==> src/rtl/hsv_to_rgb_convert_assert.svh <==
// Assertion macros for the HSV to RGB converter.
// Included by hsv_to_rgb_convert.sv; relies on no other file.
`ifndef HSV_TO_RGB_CONVERT_ASSERT_SVH
`define HSV_TO_RGB_CONVERT_ASSERT_SVH

// Same-cycle implication, checked on every rising edge outside reset.
`define HSV_ASSERT_NOW(label, clk_i, rst_i, ante, cons, msg) \
  label: assert property (@(posedge clk_i) disable iff (rst_i) (ante) |-> (cons)) \
    else $error(msg);

// Next-cycle implication, checked on every rising edge outside reset.
`define HSV_ASSERT_NEXT(label, clk_i, rst_i, ante, cons, msg) \
  label: assert property (@(posedge clk_i) disable iff (rst_i) (ante) |=> (cons)) \
    else $error(msg);

`endif

==> src/rtl/hsv2rgb_pkg.sv <==
// Shared constants and types for the HSV to RGB converter.
// No dependencies; used by hsv2rgb_front, hsv2rgb_chan and the top level.
`timescale 1ns / 1ps

package hsv2rgb_pkg;

  localparam int HUE_MAX     = 5760;     // 360 degrees in 1/16 degree
  localparam int PCT_MAX     = 1600;     // 100 percent in 1/16 percent
  localparam int SECTOR      = 960;      // 60 degrees in 1/16 degree
  localparam int K_FULL      = 1536000;  // PCT_MAX * SECTOR
  localparam int DIVISOR     = 9375;     // PCT_MAX^2 * SECTOR / 2^18
  localparam int PRE_SHIFT   = 18;
  localparam int RECIP_SHIFT = 32;
  localparam int RECIP_M     = 458129;   // floor(2^32 / DIVISOR)

  localparam int PCT_W  = 11;
  localparam int DIST_W = 10;
  localparam int K_W    = 21;
  localparam int P_W    = 32;
  localparam int Q_W    = 22;
  localparam int M_W    = 19;
  localparam int CH_W   = 8;

  // Per-stage load enables for the channel datapath.
  typedef struct packed {
    logic ld_k;
    logic ld_p;
    logic ld_q;
    logic ld_e;
    logic ld_o;
  } pipe_ctl_t;

endpackage

==> src/rtl/hsv_to_rgb_convert.sv <==
// HSV to RGB color converter, six register stages, one color per clock cycle while the output is not stalled.
// Depends on hsv2rgb_pkg, hsv2rgb_front, hsv2rgb_chan and hsv_to_rgb_convert_assert.svh.
//
// Takes one color (hue in 1/16 degree, saturation and value in 1/16 percent) per
// transaction and returns red, green and blue bytes truncated toward zero, plus an
// in_range flag; a color outside 0..360 degrees or 0..100 percent gives zero channels
// and a cleared flag. The input transaction loads the first of six register stages,
// and the block sustains one transaction per cycle while out_stall is low. Each stage
// holds a valid bit and loads whenever it is empty or the stage after it moves, so
// bubbles close up under output stall and new colors keep entering until all six stages
// are full; the stage count is set by the two multiplies of the channel scaling and
// the reciprocal division by the constant denominator with its one-step correction.
`timescale 1ns / 1ps
`include "hsv_to_rgb_convert_assert.svh"

module hsv_to_rgb_convert (
  input  logic               clk,
  input  logic               rst,
  input  logic               in_valid,
  output logic               in_stall,
  input  logic signed [13:0] hue,
  input  logic signed [11:0] saturation,
  input  logic signed [11:0] brightness,
  output logic               out_valid,
  input  logic               out_stall,
  output logic [7:0]         red,
  output logic [7:0]         green,
  output logic [7:0]         blue,
  output logic               in_range
);

  localparam int NSTG = 6;

  logic [NSTG-1:0]                    vld;
  logic [NSTG-1:0]                    en;
  logic [NSTG-1:1]                    rng;
  hsv2rgb_pkg::pipe_ctl_t             ctl;
  logic [hsv2rgb_pkg::PCT_W-1:0]      sat_q;
  logic [hsv2rgb_pkg::PCT_W-1:0]      val_q;
  logic [hsv2rgb_pkg::DIST_W-1:0]     dist_r;
  logic [hsv2rgb_pkg::DIST_W-1:0]     dist_g;
  logic [hsv2rgb_pkg::DIST_W-1:0]     dist_b;
  logic                               rng_q;

  // A stage loads when it is empty or its contents move on.
  always_comb begin
    en[NSTG-1] = !vld[NSTG-1] || !out_stall;
    for (int i = NSTG - 2; i >= 0; i--) begin
      en[i] = !vld[i] || en[i+1];
    end
  end

  assign in_stall  = !en[0];
  assign out_valid = vld[NSTG-1];
  assign in_range  = rng[NSTG-1];

  always_ff @(posedge clk) begin
    if (rst) begin
      vld <= '0;
    end else begin
      if (en[0]) begin
        vld[0] <= in_valid;
      end
      for (int i = 1; i < NSTG; i++) begin
        if (en[i]) begin
          vld[i] <= vld[i-1];
        end
      end
    end
  end

  always_ff @(posedge clk) begin
    if (en[1]) begin
      rng[1] <= rng_q;
    end
    for (int i = 2; i < NSTG; i++) begin
      if (en[i]) begin
        rng[i] <= rng[i-1];
      end
    end
  end

  assign ctl.ld_k = en[1];
  assign ctl.ld_p = en[2];
  assign ctl.ld_q = en[3];
  assign ctl.ld_e = en[4];
  assign ctl.ld_o = en[5];

  hsv2rgb_front u_front (
    .clk        (clk),
    .ld         (en[0]),
    .hue        (hue),
    .saturation (saturation),
    .brightness (brightness),
    .sat_q      (sat_q),
    .val_q      (val_q),
    .dist_r     (dist_r),
    .dist_g     (dist_g),
    .dist_b     (dist_b),
    .rng_q      (rng_q)
  );

  hsv2rgb_chan u_red (
    .clk   (clk),
    .ctl   (ctl),
    .sat   (sat_q),
    .val   (val_q),
    .dterm (dist_r),
    .chan  (red)
  );

  hsv2rgb_chan u_green (
    .clk   (clk),
    .ctl   (ctl),
    .sat   (sat_q),
    .val   (val_q),
    .dterm (dist_g),
    .chan  (green)
  );

  hsv2rgb_chan u_blue (
    .clk   (clk),
    .ctl   (ctl),
    .sat   (sat_q),
    .val   (val_q),
    .dterm (dist_b),
    .chan  (blue)
  );

  `HSV_ASSERT_NOW(a_zero_when_out_of_range, clk, rst,
    out_valid && !in_range, (red == 8'd0) && (green == 8'd0) && (blue == 8'd0),
    "out-of-range color produced nonzero channel")

  `HSV_ASSERT_NOW(a_stall_only_when_full, clk, rst,
    in_stall, (&vld) && out_stall,
    "input stalled while the pipeline holds a bubble")

  `HSV_ASSERT_NEXT(a_accept_fills_first_stage, clk, rst,
    in_valid && !in_stall, vld[0],
    "accepted transaction did not reach the first stage")

endmodule

==> src/rtl/hsv2rgb_front.sv <==
// First pipeline stage: range check, hue sector decode and per-channel distance.
// Depends on hsv2rgb_pkg.
`timescale 1ns / 1ps

module hsv2rgb_front (
  input  logic                                   clk,
  input  logic                                   ld,
  input  logic signed [13:0]                     hue,
  input  logic signed [11:0]                     saturation,
  input  logic signed [11:0]                     brightness,
  output logic [hsv2rgb_pkg::PCT_W-1:0]          sat_q,
  output logic [hsv2rgb_pkg::PCT_W-1:0]          val_q,
  output logic [hsv2rgb_pkg::DIST_W-1:0]         dist_r,
  output logic [hsv2rgb_pkg::DIST_W-1:0]         dist_g,
  output logic [hsv2rgb_pkg::DIST_W-1:0]         dist_b,
  output logic                                   rng_q
);

  typedef enum logic [2:0] {
    SEC_RY, SEC_YG, SEC_GC, SEC_CB, SEC_BM, SEC_MR
  } sector_t;

  localparam int S = hsv2rgb_pkg::SECTOR;

  logic                                 ok;
  logic [12:0]                          hu;
  sector_t                              sec;
  logic [12:0]                          base;
  logic [12:0]                          hm_full;
  logic [10:0]                          hm;
  logic [10:0]                          dist_full;
  logic [hsv2rgb_pkg::DIST_W-1:0]       hdist;
  logic [hsv2rgb_pkg::DIST_W-1:0]       d_zero;
  logic [hsv2rgb_pkg::DIST_W-1:0]       dist_r_next;
  logic [hsv2rgb_pkg::DIST_W-1:0]       dist_g_next;
  logic [hsv2rgb_pkg::DIST_W-1:0]       dist_b_next;

  assign ok = (hue >= 0) && (hue <= hsv2rgb_pkg::HUE_MAX) &&
              (saturation >= 0) && (saturation <= hsv2rgb_pkg::PCT_MAX) &&
              (brightness >= 0) && (brightness <= hsv2rgb_pkg::PCT_MAX);

  assign hu = hue[12:0];

  always_comb begin
    if (hu < 13'(S)) begin
      sec = SEC_RY;
    end else if (hu < 13'(2 * S)) begin
      sec = SEC_YG;
    end else if (hu < 13'(3 * S)) begin
      sec = SEC_GC;
    end else if (hu < 13'(4 * S)) begin
      sec = SEC_CB;
    end else if (hu < 13'(5 * S)) begin
      sec = SEC_BM;
    end else begin
      sec = SEC_MR;  // includes exactly 360 degrees
    end
  end

  // Hue within its 120-degree pair; 360 degrees lands on 1920 and gives X of zero.
  always_comb begin
    unique case (sec)
      SEC_RY, SEC_YG: base = 13'd0;
      SEC_GC, SEC_CB: base = 13'(2 * S);
      SEC_BM, SEC_MR: base = 13'(4 * S);
      default:        base = 13'd0;
    endcase
  end

  assign hm_full   = hu - base;
  assign hm        = hm_full[10:0];
  assign dist_full = (hm >= 11'(S)) ? (hm - 11'(S)) : (11'(S) - hm);
  assign hdist     = dist_full[hsv2rgb_pkg::DIST_W-1:0];
  assign d_zero    = hsv2rgb_pkg::DIST_W'(S);

  // Distance term per channel: 0 selects C, SECTOR selects the zero part, hdist selects X.
  always_comb begin
    unique case (sec)
      SEC_RY: begin
        dist_r_next = '0;     dist_g_next = hdist;  dist_b_next = d_zero;
      end
      SEC_YG: begin
        dist_r_next = hdist;  dist_g_next = '0;     dist_b_next = d_zero;
      end
      SEC_GC: begin
        dist_r_next = d_zero; dist_g_next = '0;     dist_b_next = hdist;
      end
      SEC_CB: begin
        dist_r_next = d_zero; dist_g_next = hdist;  dist_b_next = '0;
      end
      SEC_BM: begin
        dist_r_next = hdist;  dist_g_next = d_zero; dist_b_next = '0;
      end
      SEC_MR: begin
        dist_r_next = '0;     dist_g_next = d_zero; dist_b_next = hdist;
      end
      default: begin
        dist_r_next = '0;     dist_g_next = '0;     dist_b_next = '0;
      end
    endcase
  end

  // Out of range: force saturation and value to zero so every channel comes out zero.
  always_ff @(posedge clk) begin
    if (ld) begin
      sat_q  <= ok ? saturation[hsv2rgb_pkg::PCT_W-1:0] : '0;
      val_q  <= ok ? brightness[hsv2rgb_pkg::PCT_W-1:0] : '0;
      dist_r <= dist_r_next;
      dist_g <= dist_g_next;
      dist_b <= dist_b_next;
      rng_q  <= ok;
    end
  end

endmodule

==> src/rtl/hsv2rgb_chan.sv <==
// Five-stage channel datapath: byte = floor(v * (K_FULL - s*d) * 255 / (1600*1600*960)).
// Depends on hsv2rgb_pkg; instanced once per color channel by the top level.
`timescale 1ns / 1ps

module hsv2rgb_chan (
  input  logic                              clk,
  input  hsv2rgb_pkg::pipe_ctl_t            ctl,
  input  logic [hsv2rgb_pkg::PCT_W-1:0]     sat,
  input  logic [hsv2rgb_pkg::PCT_W-1:0]     val,
  input  logic [hsv2rgb_pkg::DIST_W-1:0]    dterm,
  output logic [hsv2rgb_pkg::CH_W-1:0]      chan
);

  localparam int KW = hsv2rgb_pkg::K_W;
  localparam int PW = hsv2rgb_pkg::P_W;
  localparam int QW = hsv2rgb_pkg::Q_W;
  localparam int CW = hsv2rgb_pkg::CH_W;
  localparam int RS = hsv2rgb_pkg::RECIP_SHIFT;
  localparam int MW = QW + hsv2rgb_pkg::M_W;
  localparam int SW = PW + CW;

  logic [KW-1:0]                   sd;
  logic [KW-1:0]                   k;
  logic [hsv2rgb_pkg::PCT_W-1:0]   val2;
  logic [PW-1:0]                   p;
  logic [SW-1:0]                   p255;
  logic [QW-1:0]                   q;
  logic [MW-1:0]                   prod;
  logic [CW-1:0]                   est;
  logic [QW-1:0]                   q5;
  logic [QW-1:0]                   back;
  logic [QW-1:0]                   rem;

  assign sd = KW'(sat) * KW'(dterm);

  always_ff @(posedge clk) begin
    if (ctl.ld_k) begin
      k    <= KW'(hsv2rgb_pkg::K_FULL) - sd;
      val2 <= val;
    end
  end

  always_ff @(posedge clk) begin
    if (ctl.ld_p) begin
      p <= PW'(val2) * PW'(k);
    end
  end

  // Times 255, then drop the power-of-two part of the divisor.
  assign p255 = {p, {CW{1'b0}}} - {{CW{1'b0}}, p};

  always_ff @(posedge clk) begin
    if (ctl.ld_q) begin
      q <= p255[SW-1:hsv2rgb_pkg::PRE_SHIFT];
    end
  end

  // Reciprocal estimate is exact or one low.
  assign prod = MW'(q) * MW'(hsv2rgb_pkg::RECIP_M);

  always_ff @(posedge clk) begin
    if (ctl.ld_e) begin
      est <= prod[RS+CW-1:RS];
      q5  <= q;
    end
  end

  assign back = QW'(est) * QW'(hsv2rgb_pkg::DIVISOR);
  assign rem  = q5 - back;

  always_ff @(posedge clk) begin
    if (ctl.ld_o) begin
      chan <= (rem >= QW'(hsv2rgb_pkg::DIVISOR)) ? est + CW'(1) : est;
    end
  end

endmodule

==> config.mk <==
export PLATFORM = sky130hd
export DESIGN_NAME = hsv_to_rgb_convert
export DESIGN_NICKNAME = d
export VERILOG_FILES = /design/src/rtl/hsv2rgb_pkg.sv /design/src/rtl/hsv_to_rgb_convert.sv /design/src/rtl/hsv2rgb_front.sv /design/src/rtl/hsv2rgb_chan.sv
export VERILOG_INCLUDE_DIRS = /design/src /design/src/rtl
export SDC_FILE = /design/constraint.sdc
export NUM_CORES = 2
export LEC_CHECK = 0
export BUFFER_PORTS_ARGS = -buffer_cell sky130_fd_sc_hd__buf_4
export CORE_MARGIN = 2
export CORE_UTILIZATION = 44
export DETAILED_ROUTE_END_ITERATION = 8
export PLACE_DENSITY = 0.65
export SYNTH_ARGS = -nofsm -noshare
export SYNTH_HDL_FRONTEND = slang
export SYNTH_SLANG_ARGS = --single-unit
==> constraint.sdc <==
create_clock -name clk -period 8.5 [get_ports clk]
set_input_delay 0.85 -clock clk [delete_from_list [all_inputs] [get_ports clk]]
set_output_delay 0.85 -clock clk [all_outputs]
set_load 0.02 [all_outputs]
==> impl_metrics.py <==
metrics = {
    "synth": {
        "synth_edf_count": 408,
        "yosysUniqueCellTypes": 84,
        "synth.yosys.seq_area_share_pct": 15.9,
        "syn_inst": 7858,
        "ys.flop_type": "edfxtp_1",
        "async_flop_share_pct": 0,
        "syn_nets": 10300,
        "ys_ff_latch": 414,
        "netlist_area_sq_um": 77600,
        "ys_warn_count": 0,
        "avgSynthCellArea_sq_um": 9.87,
    },
    "sta": {
        "tightest_slew_ns": 1.13,
        "setup_viol": 0,
        "fin_setup_tns_ns": 0,
        "slew_violations": 0,
        "max_clock_freq_mhz": 148,
        "period_needed_ns": 6.77,
        "rsz0062_at_grt": "false",
        "skew_ns": 0.0456,
        "hold_viol": 0,
        "max_slew_margin_pct": 25.0,
        "fin_crit_sh_pct": 79.6,
    },
    "cells_and_area": {
        "area_delta_synth_final_pct": 6.23,
        "diodes": 0,
        "layout-drive-gt1-share_pct": 2.94,
        "fin_nets": 10300,
        "fill_cells": 16400,
    },
    "run_status": {
        "status": "completed",
    },
    "drt": {
        "routed_via_density": 5.05,
        "wl_per_cell_um": 16.0,
        "ant_nets": 0,
        "wirelength_um": 162000,
        "drt_pass1_iterations": 5,
        "drc": 0,
        "drt_iter0_drc": 2794,
        "vias": 51400,
    },
    "worst_setup_path": {
        "worstReg2RegEnd": "u_green.p[28]$_DFFE_PP_",
        "r2r_slack_ns": 1.73,
        "crit_type": "reg -> reg",
        "arrival_ns": 7.17,
        "r2r_cells": 20,
        "cp_data_required_time_ns": 8.90,
        "r2r-start": "u_green.val2[3]$_DFFE_PP_",
        "crit_fanout": 26,
        "critPathLaunchType": "flip-flop",
        "end_kind": "flip-flop",
    },
    "placement": {
        "io_buffers": 68,
        "post-dp-hpwl_um": 135000,
        "gp_congestion": 0.889,
    },
    "clock_tree": {
        "clk-insertion-delay-late_ns": 0.68,
        "cts_root_buf": "clkbuf_16",
        "cts_htree_levels": 2,
        "cts_num_sinks": 414,
        "cts-resized-gates": 0,
        "cts_made_buffers": 53,
        "clk_pin_slew_ns": 0.07,
        "cts_buffer_depth": 3,
        "cts-hold-fix-buffers": 0,
        "post_cts_buffers": 0,
        "cts_tree": "yes",
    },
    "hold_path": {
        "worst_hold_path.endpoint": "vld[0]$_SDFFE_PP0N_",
        "hold_depth": 2,
        "min_from": "rst",
        "hp-class": "in -> reg",
    },
    "die": {
        "dieArea_sq_um": 180000,
        "initial_core_util_pct": 44.2,
        "num_io_pins": 69,
        "rows": 154,
        "dieHeight_um": 424,
        "die_x_um": 424,
        "core_area_sq_um": 176000,
    },
    "global_route": {
        "grt_pass1_wl_um": 280000,
        "track_usage_pct": 18.8,
        "grt-ovfl-total": 0,
        "grt_pass1_vias": 56200,
        "grt_max_degree": 73,
        "antenna_found_initial": 0,
    },
    "job": {
        "drv_cap": 0,
    },
}
## registers in the layout (all words and copies together), names as in the netlist, 11 cells and up
name	cells
u_blue.q5	22
u_front.val_q	11
u_red.q5	22
u_red.k	21
u_blue.k	21
u_blue.q	22
u_green.k	21
u_red.p	32
u_green.q5	22
u_green.q	22
u_front.sat_q	11
u_green.p	32
u_green.val2	11
u_blue.p	32
u_red.q	22
## worst max-delay path, stage by stage (launching register included)
cell      delay (ns)
edfxtp_1        0.91
buf_4           0.45
nand2_1         0.13
fa_1            0.49
fa_1            0.41
fa_1            0.48
inv_1           0.05
fa_1            0.52
inv_1           0.05
fa_1            0.47
inv_1           0.04
ha_1            0.32
and3_1          0.23
o211a_1         0.14
a221oi_1        0.56
o211ai_1        0.22
a41oi_1         0.35
o211ai_1        0.15
a31o_2          0.25
a21oi_1         0.20
xnor2_1         0.09
## worst max-delay path by stage
| stage | start | endpoint | slack [ns] | cells after the start |
|---|---|---|---|---|
| final | u_green.val2[3]$_DFFE_PP_ | u_green.p[28]$_DFFE_PP_ | 1.73 | 20 |
| after global placement | u_green.val2[3]$_DFFE_PP_ | u_green.p[30]$_DFFE_PP_ | 1.87 | 21 |
| after global routing | u_blue.q[7]$_DFFE_PP_ | u_blue.est[5]$_DFFE_PP_ | 1.34 | 23 |
| after floorplan | u_green.q[7]$_DFFE_PP_ | u_green.est[7]$_DFFE_PP_ | 2.40 | 23 |
| after CTS | u_green.val2[3]$_DFFE_PP_ | u_green.p[28]$_DFFE_PP_ | 1.76 | 20 |
| after detailed placement | u_green.val2[3]$_DFFE_PP_ | u_green.p[28]$_DFFE_PP_ | 1.74 | 20 |
## final cells by class
cell class	instances	area [sq um]	area share (%)
inverters	1964	7380	8.95
clock inverters	43	608	0.738
well taps	2340	2930	3.55
clock buffers	57	1340	1.63
repair buffers	103	786	0.953
multi-input cells	5253	57000	69.2
flip-flops and latches	414	12400	15.0
## metrics by stage
stage | std cells | worst slack (ns) | util, % | hold slack (ns) | area (sq um)
6_report | 10200 | 1.73 | 46.9 | 0.411 | 82400
5_1_grt | 10200 | 1.34 | 46.9 | 0.404 | 82400
4_1_cts | 10200 | 1.76 | 46.9 | 0.366 | 82400
3_5_place_dp | 10100 | 1.74 | 45.8 | 0.405 | 80500
3_3_place_gp | 10100 | 1.87 | 45.8 | 0.402 | 80500
2_1_floorplan | 7858 | 2.40 | - | 0.400 | 77600
## Yosys cell counts (15+ instances only)
cell       instances  area (sq um)
a2111oi_0         15           131
a211oi_1          32           240
a21o_1           124           931
a21oi_1          199           996
a31oi_1           23           144
and2_1           553          3460
and3_1            32           200
clkbuf_1         225           845
edfxtp_1         408         12300
fa_1            1342         26900
ha_1            1092         13700
inv_1           1964          7370
nand2_1          655          2460
nand2b_1          36           225
nand3_1           56           280
nand4_1           31           194
nor2_1           218           818
nor2b_1           39           244
nor3_1            76           380
o211ai_1          24           180
o21a_1            44           330
o21ai_0          125           626
o21bai_1          21           158
or3_1             23           144
xnor2_1          213          1870
xor2_1            59           517
## metal layers
metal  vias to the layer above  GRT usage, %  routed length (um)
met5                         -             0                   0
met4                         0          3.99                3310
met2                      1072          31.5               76400
li1                      24300             -                   -
met3                       192          2.24                7610
met1                     25800          26.2               75000
## placed cells by master (no fill, tap or decap), drive strengths merged, types with 11 or more instances in the layout
master	n
inv	1974
fa	1342
ha	1092
nand2	655
and2	553
edfxtp	408
nor2	218
xnor2	213
a21oi	199
o21ai	127
a21o	124
buf	103
nor3	76
xor2	59
clkbuf	57
nand3	56
o21a	44
nor2b	39
nand2b	36
a211oi	33
and3	32
nand4	31
o211ai	24
or3	24
a31oi	23
o21bai	21
a2111oi	16
clkinv	16
a21boi	15
o2111ai	14
o31ai	12
o31a	11
bufinv	11
## cell families (layout without fill, tap and decap cells)
logic type,Yosys count,in the layout,synth area share (%)
buffers and inverters,2191,2167,10.6
and+or+nand+nor,1772,1772,11.4
adders and majority gates,2434,2434,52.2
muxes,12,12,0.161
xor gates and xnor gates,272,272,3.07
DFF,414,414,15.9
AOI/OAI and AO/OA,763,763,6.60
Power is not shown: default switching activity piles up to over one toggle a cycle in this logic, so the estimate is an artifact.
